===== config.mk =====
export PLATFORM = sky130hd
export DESIGN_NAME = mi3_queue
export DESIGN_NICKNAME = d
export VERILOG_FILES = /design/src/hdl/mi3_pkg.sv /design/src/hdl/mi3_queue.sv
export SDC_FILE = /design/constraint.sdc
export NUM_CORES = 1
export LEC_CHECK = 0
export CAP_MARGIN = 25
export CORE_AREA = 2 2 533 535
export CTS_CLUSTER_DIAMETER = 100
export DETAILED_ROUTE_END_ITERATION = 12
export DIE_AREA = 0 0 535 537
export DONT_BUFFER_PORTS = 1
export SYNTH_ARGS = -nofsm -noshare
export SYNTH_HDL_FRONTEND = slang
export SYNTH_SLANG_ARGS = --single-unit

===== constraint.sdc =====
create_clock -name aclk -period 25.1 [get_ports aclk]
set_input_delay 3.765 -clock aclk [delete_from_list [all_inputs] [get_ports aclk]]
set_output_delay 3.765 -clock aclk [all_outputs]
set_load 0.03 [all_outputs]

===== src/hdl/mi3_pkg.sv =====
`timescale 1ns / 1ps
`default_nettype none
package mi3_pkg;
    localparam int ElemW = 32;
    localparam int CofW  = 64;
    localparam int DetW  = 98;
    localparam int NumW  = 97;
    localparam int QW    = 34;
    localparam int ThrW  = 63;
    localparam int NElem = 9;

    localparam logic [1:0] StOk   = 2'd0;
    localparam logic [1:0] StSing = 2'd1;
    localparam logic [1:0] StSat  = 2'd2;

    typedef logic signed [ElemW-1:0] elem_t;
    typedef logic signed [CofW-1:0]  cof_t;

    // Work item from the front (cofactor/determinant) to the back (divider).
    typedef struct packed {
        cof_t [NElem-1:0]      cof;
        logic [DetW-1:0]       dmag;
        logic                  dneg;
        logic                  sing;
    } job_t;
endpackage
`default_nettype wire


===== src/hdl/mi3_queue.sv =====
`timescale 1ns / 1ps
`default_nettype none
module mi3_queue
    import mi3_pkg::*;
(
    input  wire logic aclk,
    input  wire logic aresetn,
    input  wire logic in_valid,
    output logic      in_ready,
    input  wire job_t in_job,
    output logic      out_valid,
    input  wire logic out_ready,
    output job_t      out_job
);
    job_t       mem_reg [2];
    logic       wp_reg, rp_reg;
    logic [1:0] cnt_reg;
    logic       wr, rd;

    assign in_ready  = cnt_reg != 2'd2;
    assign out_valid = cnt_reg != 2'd0;
    assign out_job   = mem_reg[rp_reg];
    assign wr = in_valid && in_ready;
    assign rd = out_valid && out_ready;

    always_ff @(posedge aclk) begin
        if (!aresetn) begin
            wp_reg <= 1'b0; rp_reg <= 1'b0; cnt_reg <= '0;
        end else begin
            if (wr) wp_reg <= !wp_reg;
            if (rd) rp_reg <= !rp_reg;
            cnt_reg <= cnt_reg + 2'(wr) - 2'(rd);
        end
        if (wr) mem_reg[wp_reg] <= in_job;
    end
endmodule
`default_nettype wire


* Word level (Yosys, flattened, before mapping)
Memory sizes are Yosys's and may differ from the RTL's. A register that Yosys moved wholly into a read port is not among the register bits.
Index checks and enable logic that the tools add are counted.
** Word-level totals
- Register bits after elaboration :: 4
- Latch bits :: 0
- Memory bits (writable) :: 1352
- ROM bits :: 0
- Input port bits :: 680
- Output and inout port bits :: 678
- Logic and storage cells :: 16
- Memories kept :: 1
** Cells by class
- Add/subtract/negate cells :: 2
- $mul :: 0
- Divide/modulo/power cells :: 0
- Magnitude comparators :: 0
- Equal/unequal tests :: 1
- Shift operators :: 0
- Mux-type cells :: 4
- Bitwise operators :: 0
- Reduce and logical (&&, ||, !) cells :: 5
** Memory list
- mem_reg :: words 2, bits a word 676, rd ports 1, clocked after memory_dff 1, wr ports 1, RTL line mi3_queue.sv:15 : job_t mem_reg [2];
** Operators by type and width (count)
- 1-bit 2-to-1 mux :: 4
- 2-bit by 1-bit adder with 2-bit output :: 1
- 1-bit logical AND :: 2
- 1-bit zero test :: 2
- 2-bit inequality test (second input constant) :: 1
- 2-bit nonzero test :: 1
- 2-bit by 1-bit subtractor with 2-bit output :: 1

* Longest topological paths before layout
Gate-level depths: netlist (run 1).
- Depth in word-level cells :: 4
- Gate-level depth with buffers :: 6
- Mapped depth without buffers :: 6

* Least setup slack after synthesis (run 1)
No wires, ideal clock.
- Path kind :: input-to-reg
- Start :: in in_valid
- End :: mem mem_reg[1][0] (netlist bit), enable pin
- Setup time :: 1.138 ns
- Arrival time :: 19.110 ns
- Data required time :: 23.962 ns
- Path slack :: 4.852 ns
- Stages on the path :: 1
- Path buffers :: 0
- Cells stage by stage :: and3_1
** On the way
- Longest elaborated chain between the ends :: 3
** RTL lines
- start, declared :: RTL line mi3_queue.sv:8 : input wire logic in_valid,
- 1-bit logical AND :: RTL line mi3_queue.sv:23 : assign wr = in_valid && in_ready;
- 1-bit 2-to-1 mux :: RTL line mi3_queue.sv:34 : if (wr) mem_reg[wp_reg] <= in_job;
- 1-bit 2-to-1 mux (implied by the code) :: RTL line mi3_queue.sv:34
- end, declared :: RTL line mi3_queue.sv:15
Every way passes these cells.

==> impl_results.html, run 1 <==
<table>
<tr><th>Metric</th><th>Value</th></tr>
<tr><th colspan="2">Placed design</th></tr>
<tr><td>Final Wtd Congestion</td><td>0.9357</td></tr>
<tr><td>Post-DP HPWL</td><td>155800 microns</td></tr>
<tr><td>Setup Slack @ Placement</td><td>16.78 ns</td></tr>
<tr><td>Number of I/O port buffers</td><td>0</td></tr>
<tr><th colspan="2">Detailed routing</th></tr>
<tr><td>Via count of the routed design</td><td>22010</td></tr>
<tr><td>Ratio of routed vias to standard cells</td><td>3.552</td></tr>
<tr><td>Top routing layer used</td><td>met5</td></tr>
<tr><td>Total iterations of the first detailed-routing run</td><td>5</td></tr>
<tr><td>Starting DRT DRC Count</td><td>1740</td></tr>
<tr><td>Routed length on met2</td><td>87670 microns</td></tr>
<tr><td>WL/cell</td><td>30.99 microns</td></tr>
<tr><td>Met3 WL post-DR</td><td>38460 microns</td></tr>
<tr><td># DRC</td><td>0</td></tr>
<tr><td>Met1 wire length</td><td>57800 microns</td></tr>
<tr><td>Detailed-route wire length</td><td>192000 microns</td></tr>
<tr><td>Remaining number of nets flagged by the antenna check after routing</td><td>0</td></tr>
<tr><th colspan="2">Clocking</th></tr>
<tr><td>Post-CTS Hold Fix Bufs</td><td>0</td></tr>
<tr><td>Cts bufs inserted</td><td>154</td></tr>
<tr><td>Clock network latency to the later pin of the worst-skew pair</td><td>0.80 ns</td></tr>
<tr><td>CTS Sinks</td><td>1357</td></tr>
<tr><td>Number of setup buffers added after CTS</td><td>0</td></tr>
<tr><td>Clk Tree Root Cell</td><td>clkbuf_16</td></tr>
<tr><td>Number of H-tree branching levels</td><td>4</td></tr>
<tr><td>Clk slew on worst S/H paths</td><td>0.06 ns</td></tr>
<tr><td>Clock tree from TritonCTS</td><td>done</td></tr>
<tr><td>Post-cts sizing count</td><td>0</td></tr>
<tr><td>CTS Buffer Depth</td><td>4</td></tr>
<tr><th colspan="2">Synth</th></tr>
<tr><td>Net count of the mapped netlist</td><td>2814</td></tr>
<tr><td>Top cells by area in the synthesized netlist</td><td>edfxtp_1, mux2_4, buf_12</td></tr>
<tr><td>Top-area cell type share of the netlist area</td><td>77.63%</td></tr>
<tr><td>Unique masters post-synth</td><td>27</td></tr>
<tr><td>Post-synthesis cell count</td><td>2133</td></tr>
<tr><td>Syn Area/Cell</td><td>24.52 sq um</td></tr>
<tr><td>Cell area after synthesis</td><td>0.05230 sq mm</td></tr>
<tr><td>Ys Warns</td><td>0</td></tr>
<tr><td>Register area share after synthesis</td><td>77.82%</td></tr>
<tr><td>Post-synthesis cell type with the largest combined area</td><td>edfxtp_1</td></tr>
<tr><td>Synthesized flop and latch total</td><td>1357</td></tr>
<tr><th colspan="2">Worst setup path</th></tr>
<tr><td>CP dominant cell by count</td><td>buf_4</td></tr>
<tr><td>Highest fanout seen on the critical path</td><td>119</td></tr>
<tr><td>Req. time, crit path</td><td>21.33 ns</td></tr>
<tr><td>Worst-path cell chain</td><td>buf_12 &gt; buf_4 &gt; buf_4 &gt; buf_4 &gt; mux2_2</td></tr>
<tr><td>Cell with the largest stage delay on the worst path</td><td>dfxtp_4</td></tr>
<tr><td>Worst flop-to-flop path startpoint</td><td>cnt_reg[0]</td></tr>
<tr><td>Terminus of the critical flop-to-flop path</td><td>mem_reg[1][228]</td></tr>
<tr><td>Setup slack on the worst flop-to-flop path</td><td>19.64 ns</td></tr>
<tr><td>Stage delay of the slowest cell on the critical path</td><td>0.85 ns</td></tr>
<tr><td>Category of the critical setup timing path</td><td>register to output port</td></tr>
<tr><td>Data arrival time at the worst-slack endpoint</td><td>5.38 ns</td></tr>
<tr><td>Type of destination of the critical path</td><td>output port</td></tr>
<tr><td>Kind of start point of the critical path</td><td>register</td></tr>
<tr><td>Logic depth of the worst register-to-register path</td><td>6</td></tr>
<tr><td>Worst setup path end</td><td>out_job[16]</td></tr>
<tr><th colspan="2">Cells and area</th></tr>
<tr><td>Share of cells above drive strength 1</td><td>39.73%</td></tr>
<tr><td>Most frequent standard cell in the layout excluding fill and tap cells</td><td>edfxtp_1</td></tr>
<tr><td>Commonest non-fill, non-tap cells in the layout</td><td>edfxtp_1, mux2_4, clkbuf_16, mux2_2, buf_4</td></tr>
<tr><td>Layout Area Growth over Synthesis</td><td>16.86%</td></tr>
<tr><td>Net count reported at finish</td><td>2932</td></tr>
<tr><td>Max FFs per register</td><td>1352</td></tr>
<tr><th colspan="2">Floorplan</th></tr>
<tr><td>Ports</td><td>1358</td></tr>
<tr><td>Die area</td><td>0.2873 sq mm</td></tr>
<tr><td>Initial Utilization</td><td>18.59%</td></tr>
<tr><td>Overall die width</td><td>535 microns</td></tr>
<tr><td>Die height</td><td>537 microns</td></tr>
<tr><td>Row Count</td><td>195</td></tr>
<tr><td>Area of the core</td><td>0.2813 sq mm</td></tr>
<tr><th colspan="2">STA</th></tr>
<tr><td>Max Transition Viols Final</td><td>0</td></tr>
<tr><td>Number of endpoints failing setup at the final stage</td><td>0</td></tr>
<tr><td>Setup slack of the critical path after layout</td><td>15.96 ns</td></tr>
<tr><td>Slew at the pin closest to its max-slew limit</td><td>1.034 ns</td></tr>
<tr><td>Number of endpoints with negative hold slack in the final report</td><td>0</td></tr>
<tr><td>Maximum clock rate</td><td>0.1094 GHz</td></tr>
<tr><td>Time the final worst path needs with I/O delays and setup</td><td>9.145 ns</td></tr>
<tr><td>Setup repair after global routing missed its margin</td><td>false</td></tr>
<tr><td>Max transition margin</td><td>31.09%</td></tr>
<tr><td>Total negative slack</td><td>0 ns</td></tr>
<tr><td>Fin crit share</td><td>36.43%</td></tr>
<tr><td>Worst clock skew</td><td>0.04122 ns</td></tr>
<tr><th colspan="2">Outcome</th></tr>
<tr><td>Run status</td><td>finished clean</td></tr>
<tr><th colspan="2">Global routing</th></tr>
<tr><td>GRT Util Overall</td><td>12.68%</td></tr>
<tr><td>Via count of the first global-routing pass</td><td>21780</td></tr>
<tr><td>Overall overflow remaining after global route</td><td>0</td></tr>
<tr><td>Global-route wire length before repair</td><td>234400 microns</td></tr>
<tr><td>Pin count of the biggest net entering global routing</td><td>120</td></tr>
<tr><td>Number of antenna violations at the first check in global routing</td><td>178</td></tr>
<tr><th colspan="2">Run</th></tr>
<tr><td>Maximum Capacitance Violations</td><td>0</td></tr>
<tr><th colspan="2">Power</th></tr>
<tr><td>Power Density</td><td>109.7 mW/mm^2</td></tr>
<tr><td>Max VDD drop</td><td>66.32 uV</td></tr>
<tr><td>Leakage power of the design</td><td>0.02004 uW</td></tr>
<tr><th colspan="2">Min path</th></tr>
<tr><td>Worst min-delay path class</td><td>register to register</td></tr>
</table>
==> Yosys cell counts <==
| library cell | n |
|---|---|
| mux2_4 | 640 |
| ha_1 | 1 |
| nor4_1 | 1 |
| nand3_1 | 1 |
| a21oi_1 | 1 |
| nor2_1 | 4 |
| o31a_1 | 1 |
| o21ai_0 | 2 |
| buf_6 | 2 |
| or2_2 | 1 |
| nor3_1 | 1 |
| o21ba_2 | 1 |
| buf_12 | 66 |
| nor4bb_1 | 1 |
| nand2b_1 | 1 |
| buf_8 | 4 |
| dfxtp_1 | 5 |
| edfxtp_1 | 1352 |
| a21bo_2 | 1 |
| nor2b_1 | 1 |
| xor2_1 | 1 |
| and3_1 | 2 |
| nand3b_1 | 1 |
| mux2_2 | 36 |
| and2_1 | 1 |
| buf_4 | 3 |
| inv_1 | 2 |
==> per-layer routing <==
layer / GRT usage [%] / vias up
li1: - / 8906
met1: 11.30 / 11050
met2: 20.01 / 1478
met3: 11.46 / 465
met4: 5.147 / 112
met5: 0 / -
==> critical path: cells and delay by family, from the launching register on <==
family                 cells  cell delay, ns
flip-flops                 1            0.85
buffers and inverters      4            2.82
multiplexers               1            0.51
==> per-stage QoR <==
stage               total power [uW]  util (%)  hold WS (ns)  cells  area [sq um]
floorplan                       4447         -        0.4725   2133         52300
global placement                4554     19.85        0.5132   5835         55850
detailed placement              4564     19.88        0.4926   5838         55930
CTS                             6805     21.64        0.5084   6104         60890
global route                    6934     21.67        0.5356   6131         60950
finish                          6706     21.73        0.5014   6196         61120
==> power breakdown <==
part	internal [uW]	leakage, uW	switching, uW
registers	2760	0.0127	68.1
logic	507	0.00497	1160
clock network	1290	0.00238	922
total	4550	0.0200	2150
==> worst min path at each step <==
| stage | start | end | slack [ns] | cells after the start |
|---|---|---|---|---|
| floorplan | rp_reg | register | 0.47 | 2 |
| global placement | rp_reg | register | 0.51 | 2 |
| detailed placement | rp_reg | register | 0.49 | 2 |
| CTS | rp_reg | register | 0.51 | 2 |
| global route | rp_reg | rp_reg | 0.54 | 2 |
| finish | rp_reg | register | 0.50 | 2 |
==> area by class of cell <==
type                       count  area [sq um]
timing repair buffer          37         362.8
clock inverter                86         978.4
sequential                  1357         40700
inverter                       2         15.01
tap                         3743          4683
multi-input combinational    699         10170
fill                       28910        220200
clock buffer                 180          3973
antenna                       92         230.2
==> cells by family after synthesis <==
group	Yosys count	share of synthesized area (%)
xor+xnor	1	0.01675
compound gates	6	0.08373
flops	1357	77.82
buf+inv	77	2.742
mux	676	19.15
fa+ha+maj	1	0.02392
simple gates	15	0.1651
No activity file was read; power rests on OpenSTA's default activity.
==> run 2, diff against run 1 <==
--- a/config.mk
+++ b/config.mk
@@ -5,6 +5,7 @@
 export SDC_FILE = /design/constraint.sdc
 export NUM_CORES = 1
 export LEC_CHECK = 0
+export ABC_AREA = 1
 export CAP_MARGIN = 25
 export CORE_AREA = 2 2 533 535
 export CTS_CLUSTER_DIAMETER = 100
==> constraint.sdc (replaced) <==
create_clock -name aclk -period 8.95 [get_ports aclk]
set_input_delay 1.3425 -clock aclk [delete_from_list [all_inputs] [get_ports aclk]]
set_output_delay 1.3425 -clock aclk [all_outputs]
set_load 0.03 [all_outputs]
==> run 2 against run 1 <==
Against the previous run:
- first-iteration DRC count is 11% higher
- sequential share of layout area shrank 0.27 points
- cell count rose by 0.18%
- routed wire length increased by 4.2%
- register-to-register slack got worse by 14 ns
- clock skew up 0.035 ns
- combinational power increased to 3.4 times the previous value
- count of clock-buffer cells in the layout is 1 higher
- worst hold slack improved by 0.015 ns
- critical endpoint is now out_job[21]
- largest cell class unchanged
==> impl_results.html, run 2 <==
<table>
<tr><th>Metric</th><th>Value</th></tr>
<tr><th colspan="2">Worst setup path</th></tr>
<tr><td>Count of buffer and inverter cells on the critical path</td><td>2</td></tr>
<tr><td>Type of destination of the critical path</td><td>output port</td></tr>
<tr><td>Terminus of the critical flop-to-flop path</td><td>mem_reg[1][177]</td></tr>
<tr><td>Logic depth of the worst register-to-register path</td><td>6</td></tr>
<tr><td>Top Family by Delay on Critical Path</td><td>buffers and inverters</td></tr>
<tr><td>Kind of start point of the critical path</td><td>register</td></tr>
<tr><td>Stage delay of the slowest cell on the critical path</td><td>0.80 ns</td></tr>
<tr><td>Data arrival time at the worst-slack endpoint</td><td>3.74 ns</td></tr>
<tr><td>Req. time, crit path</td><td>7.61 ns</td></tr>
<tr><td>Worst-path cell chain</td><td>buf_4 &gt; buf_4 &gt; mux2_2</td></tr>
<tr><td>Cell with the largest stage delay on the worst path</td><td>dfxtp_4</td></tr>
<tr><td>Category of the critical setup timing path</td><td>register to output port</td></tr>
<tr><td>Setup slack on the worst flop-to-flop path</td><td>5.51 ns</td></tr>
<tr><td>CP dominant cell by count</td><td>buf_4</td></tr>
<tr><td>Worst flop-to-flop path startpoint</td><td>cnt_reg[0]</td></tr>
<tr><td>Highest fanout seen on the critical path</td><td>34</td></tr>
<tr><th colspan="2">Power</th></tr>
<tr><td>Power Density</td><td>334.1 mW/mm^2</td></tr>
<tr><td>Sequential group share of total power</td><td>40.7%</td></tr>
<tr><td>Final Power</td><td>20500 uW</td></tr>
<tr><td>Leakage power of the design</td><td>0.02021 uW</td></tr>
<tr><td>Net switching power of the design</td><td>6867 uW</td></tr>
<tr><td>Max VDD drop</td><td>200.2 uV</td></tr>
<tr><td>Cell-internal power</td><td>13640 uW</td></tr>
<tr><td>Comb pwr share</td><td>27.8%</td></tr>
<tr><td>Share of total power consumed by net switching</td><td>33.49%</td></tr>
<tr><td>Clk pwr share</td><td>31.5%</td></tr>
<tr><th colspan="2">Outcome</th></tr>
<tr><td>Run status</td><td>finished clean</td></tr>
<tr><th colspan="2">Floorplan</th></tr>
<tr><td>Die area</td><td>0.2873 sq mm</td></tr>
<tr><td>Overall die width</td><td>535 microns</td></tr>
<tr><td>Die height</td><td>537 microns</td></tr>
<tr><td>Area of the core</td><td>0.2813 sq mm</td></tr>
<tr><td>Ports</td><td>1358</td></tr>
<tr><td>Initial Utilization</td><td>18.58%</td></tr>
<tr><td>Row Count</td><td>195</td></tr>
<tr><th colspan="2">Synth</th></tr>
<tr><td>Fraction of synthesis flops using an asynchronous set or reset pin</td><td>0%</td></tr>
<tr><td>Post-synthesis share of cell area spent on full adders, half adders and majority gates</td><td>0.02394%</td></tr>
<tr><td>Top-area cell type share of the netlist area</td><td>77.67%</td></tr>
<tr><td>Post-synthesis cell count</td><td>2139</td></tr>
<tr><td>Dominant synthesized flop cell</td><td>edfxtp_1</td></tr>
<tr><td>Cell area after synthesis</td><td>0.05227 sq mm</td></tr>
<tr><td>Top cells by area in the synthesized netlist</td><td>edfxtp_1, mux2_4, buf_12</td></tr>
<tr><td>Ys Warns</td><td>0</td></tr>
<tr><td>Most instantiated cells after synthesis</td><td>edfxtp_1, mux2_4, buf_12</td></tr>
<tr><td>Proportion of synthesized area in mux cells</td><td>19.16%</td></tr>
<tr><td>Post-synthesis cell type with the largest combined area</td><td>edfxtp_1</td></tr>
<tr><td>Post-synthesis share of cell area spent on xor and xnor gates</td><td>0.01676%</td></tr>
<tr><td>Complex-gate fraction of the synthesized area</td><td>0.009574%</td></tr>
<tr><td>Largest family of logic cells by synthesized area</td><td>multiplexers</td></tr>
<tr><td>Top-count cell post-synth</td><td>edfxtp_1</td></tr>
<tr><td>Synth Area in Simple Gates</td><td>0.1532%</td></tr>
<tr><td>Register area share after synthesis</td><td>77.86%</td></tr>
<tr><td>Synthesized flop and latch total</td><td>1357</td></tr>
<tr><td>Unique masters post-synth</td><td>15</td></tr>
<tr><td>Net count of the mapped netlist</td><td>2820</td></tr>
<tr><td>Syn Area/Cell</td><td>24.44 sq um</td></tr>
<tr><td>Number of flops mapped to enable cells by yosys</td><td>1352</td></tr>
<tr><th colspan="2">Cells and area</th></tr>
<tr><td>Net count reported at finish</td><td>2931</td></tr>
<tr><td>Sequential Area</td><td>0.04070 sq mm</td></tr>
<tr><td>Final core area utilization</td><td>21.81%</td></tr>
<tr><td>Most frequent standard cell in the layout excluding fill and tap cells</td><td>edfxtp_1</td></tr>
<tr><td>Share of cells above drive strength 1</td><td>39.82%</td></tr>
<tr><td>Max FFs per register</td><td>1352</td></tr>
<tr><td>Commonest non-fill, non-tap cells in the layout</td><td>edfxtp_1, mux2_4, clkbuf_16, mux2_2, clkinv_2</td></tr>
<tr><td>Area occupied by multi-input gates</td><td>0.01015 sq mm</td></tr>
<tr><td>Filler Cells Inserted</td><td>28910</td></tr>
<tr><td>Non-filler cells in the finished layout</td><td>6207</td></tr>
<tr><td>Layout Area Growth over Synthesis</td><td>17.40%</td></tr>
<tr><th colspan="2">Min path</th></tr>
<tr><td>Hold Path Cell Cnt</td><td>2</td></tr>
<tr><td>Worst min-delay path class</td><td>register to register</td></tr>
<tr><td>Worst min-delay path endpoint</td><td>rp_reg</td></tr>
<tr><td>Start point of the worst min-delay path</td><td>rp_reg</td></tr>
<tr><th colspan="2">STA</th></tr>
<tr><td>Maximum clock rate</td><td>0.1968 GHz</td></tr>
<tr><td>Time the final worst path needs with I/O delays and setup</td><td>5.082 ns</td></tr>
<tr><td>Number of endpoints with negative hold slack in the final report</td><td>0</td></tr>
<tr><td>Max transition margin</td><td>16.04%</td></tr>
<tr><td>Total negative slack</td><td>0 ns</td></tr>
<tr><td>Number of endpoints failing setup at the final stage</td><td>0</td></tr>
<tr><td>Worst clock skew</td><td>0.07619 ns</td></tr>
<tr><td>Max Transition Viols Final</td><td>0</td></tr>
<tr><td>Fin crit share</td><td>56.79%</td></tr>
<tr><td>Setup slack of the critical path after layout</td><td>3.868 ns</td></tr>
<tr><td>Setup repair after global routing missed its margin</td><td>false</td></tr>
<tr><td>Slew at the pin closest to its max-slew limit</td><td>1.259 ns</td></tr>
<tr><th colspan="2">Clocking</th></tr>
<tr><td>Number of setup buffers added after CTS</td><td>0</td></tr>
<tr><td>Post-cts sizing count</td><td>0</td></tr>
<tr><td>CTS Sinks</td><td>1357</td></tr>
<tr><td>Cts bufs inserted</td><td>158</td></tr>
<tr><td>Clock tree from TritonCTS</td><td>done</td></tr>
<tr><td>Clock network latency to the later pin of the worst-skew pair</td><td>0.83 ns</td></tr>
<tr><td>Clk slew on worst S/H paths</td><td>0.06 ns</td></tr>
<tr><td>Post-CTS Hold Fix Bufs</td><td>0</td></tr>
<tr><td>Number of H-tree branching levels</td><td>4</td></tr>
<tr><td>CTS Buffer Depth</td><td>4</td></tr>
<tr><td>Clk Tree Root Cell</td><td>clkbuf_16</td></tr>
<tr><th colspan="2">Detailed routing</th></tr>
<tr><td>WL/cell</td><td>32.25 microns</td></tr>
<tr><td>Detailed-route wire length</td><td>200200 microns</td></tr>
<tr><td>Ratio of routed vias to standard cells</td><td>3.627</td></tr>
<tr><td>Starting DRT DRC Count</td><td>1929</td></tr>
<tr><td>Via count of the routed design</td><td>22510</td></tr>
<tr><td>Total iterations of the first detailed-routing run</td><td>5</td></tr>
<tr><td>Remaining number of nets flagged by the antenna check after routing</td><td>0</td></tr>
<tr><td># DRC</td><td>0</td></tr>
<tr><th colspan="2">Global routing</th></tr>
<tr><td>GRT Util Overall</td><td>13.19%</td></tr>
<tr><td>Number of antenna violations at the first check in global routing</td><td>216</td></tr>
<tr><td>Via count of the first global-routing pass</td><td>21980</td></tr>
<tr><td>Overall overflow remaining after global route</td><td>0</td></tr>
<tr><td>Pin count of the biggest net entering global routing</td><td>146</td></tr>
<tr><td>Global-route wire length before repair</td><td>244300 microns</td></tr>
<tr><th colspan="2">Placed design</th></tr>
<tr><td>Post-DP HPWL</td><td>161300 microns</td></tr>
<tr><td>Placed Cells</td><td>5833</td></tr>
<tr><td>Number of I/O port buffers</td><td>0</td></tr>
<tr><td>Final Wtd Congestion</td><td>0.9896</td></tr>
<tr><td>Setup Slack @ Placement</td><td>4.619 ns</td></tr>
<tr><th colspan="2">Run</th></tr>
<tr><td>Maximum Capacitance Violations</td><td>0</td></tr>
</table>
run 2: cell count changes after synthesis, moves of 2 or more:
cell / before / now
inv_1: 2 / 7
and3_1: 2 / 0
nand2_1: 0 / 11
nor2_1: 4 / 9
o21ai_0: 2 / 0
run 2: kinds of logic (layout without fill, tap and decap cells):
family / count (synthesis) / in the layout
compound gates: 1 / 1
xor+xnor: 1 / 1
fa+ha+maj: 1 / 1
buf+inv: 82 / 316
flops: 1357 / 1357
mux: 676 / 676
other cells: 0 / 91
simple gates: 21 / 21
run 2: layout make-up:
type                       count  share of cell area [%]
clock inverter               102                   1.719
clock buffer                 181                   6.722
sequential                  1357                   66.33
timing repair buffer          26                  0.6443
multi-input combinational    700                   16.54
tap                         3743                   7.631
inverter                       7                 0.04282
antenna                       91                  0.3711
run 2: metrics by stage:
step	instance area, sq um	hold slack, ns
floorplan	52300	0.4669
global placement	55960	0.5246
detailed placement	55960	0.5005
CTS	61140	0.5149
global route	61190	0.5325
finish	61370	0.5164
run 2: power by group through the flow:
stage               registers [uW]  logic, uW  clock network (uW)
detailed placement            8470       5780                   0
CTS                           8350       5790                6640
floorplan                     8700       4870                   0
global placement              8460       5760                   0
finish                        8340       5710                6450
global route                  8410       5900                6860
run 2: worst min-delay path, cell delays in order, from the launching register on:
cell	delay, ns
dfxtp_1	0.33
nor2_1	0.07
nor2_1	0.09
run 2: worst max path at each step:
stage	startpoint	to	slack, ns	cells after the start
after floorplan	in_valid	mem_reg[1][0]	-2.98	2
after global placement	register	out_job[21]	4.65	3
after detailed placement	register	out_job[21]	4.62	3
after CTS	register	out_job[21]	3.68	3
after global routing	register	out_job[21]	3.65	3
final	register	out_job[21]	3.87	3
run 2: layer usage:
metal / wire (microns) / vias up / global-route usage [%]
met5: 953 / - / 0
met4: 6477 / 136 / 3.929
met3: 37980 / 449 / 10.84
met2: 87220 / 1637 / 20.07
met1: 67530 / 11370 / 13.60
li1: - / 8920 / -
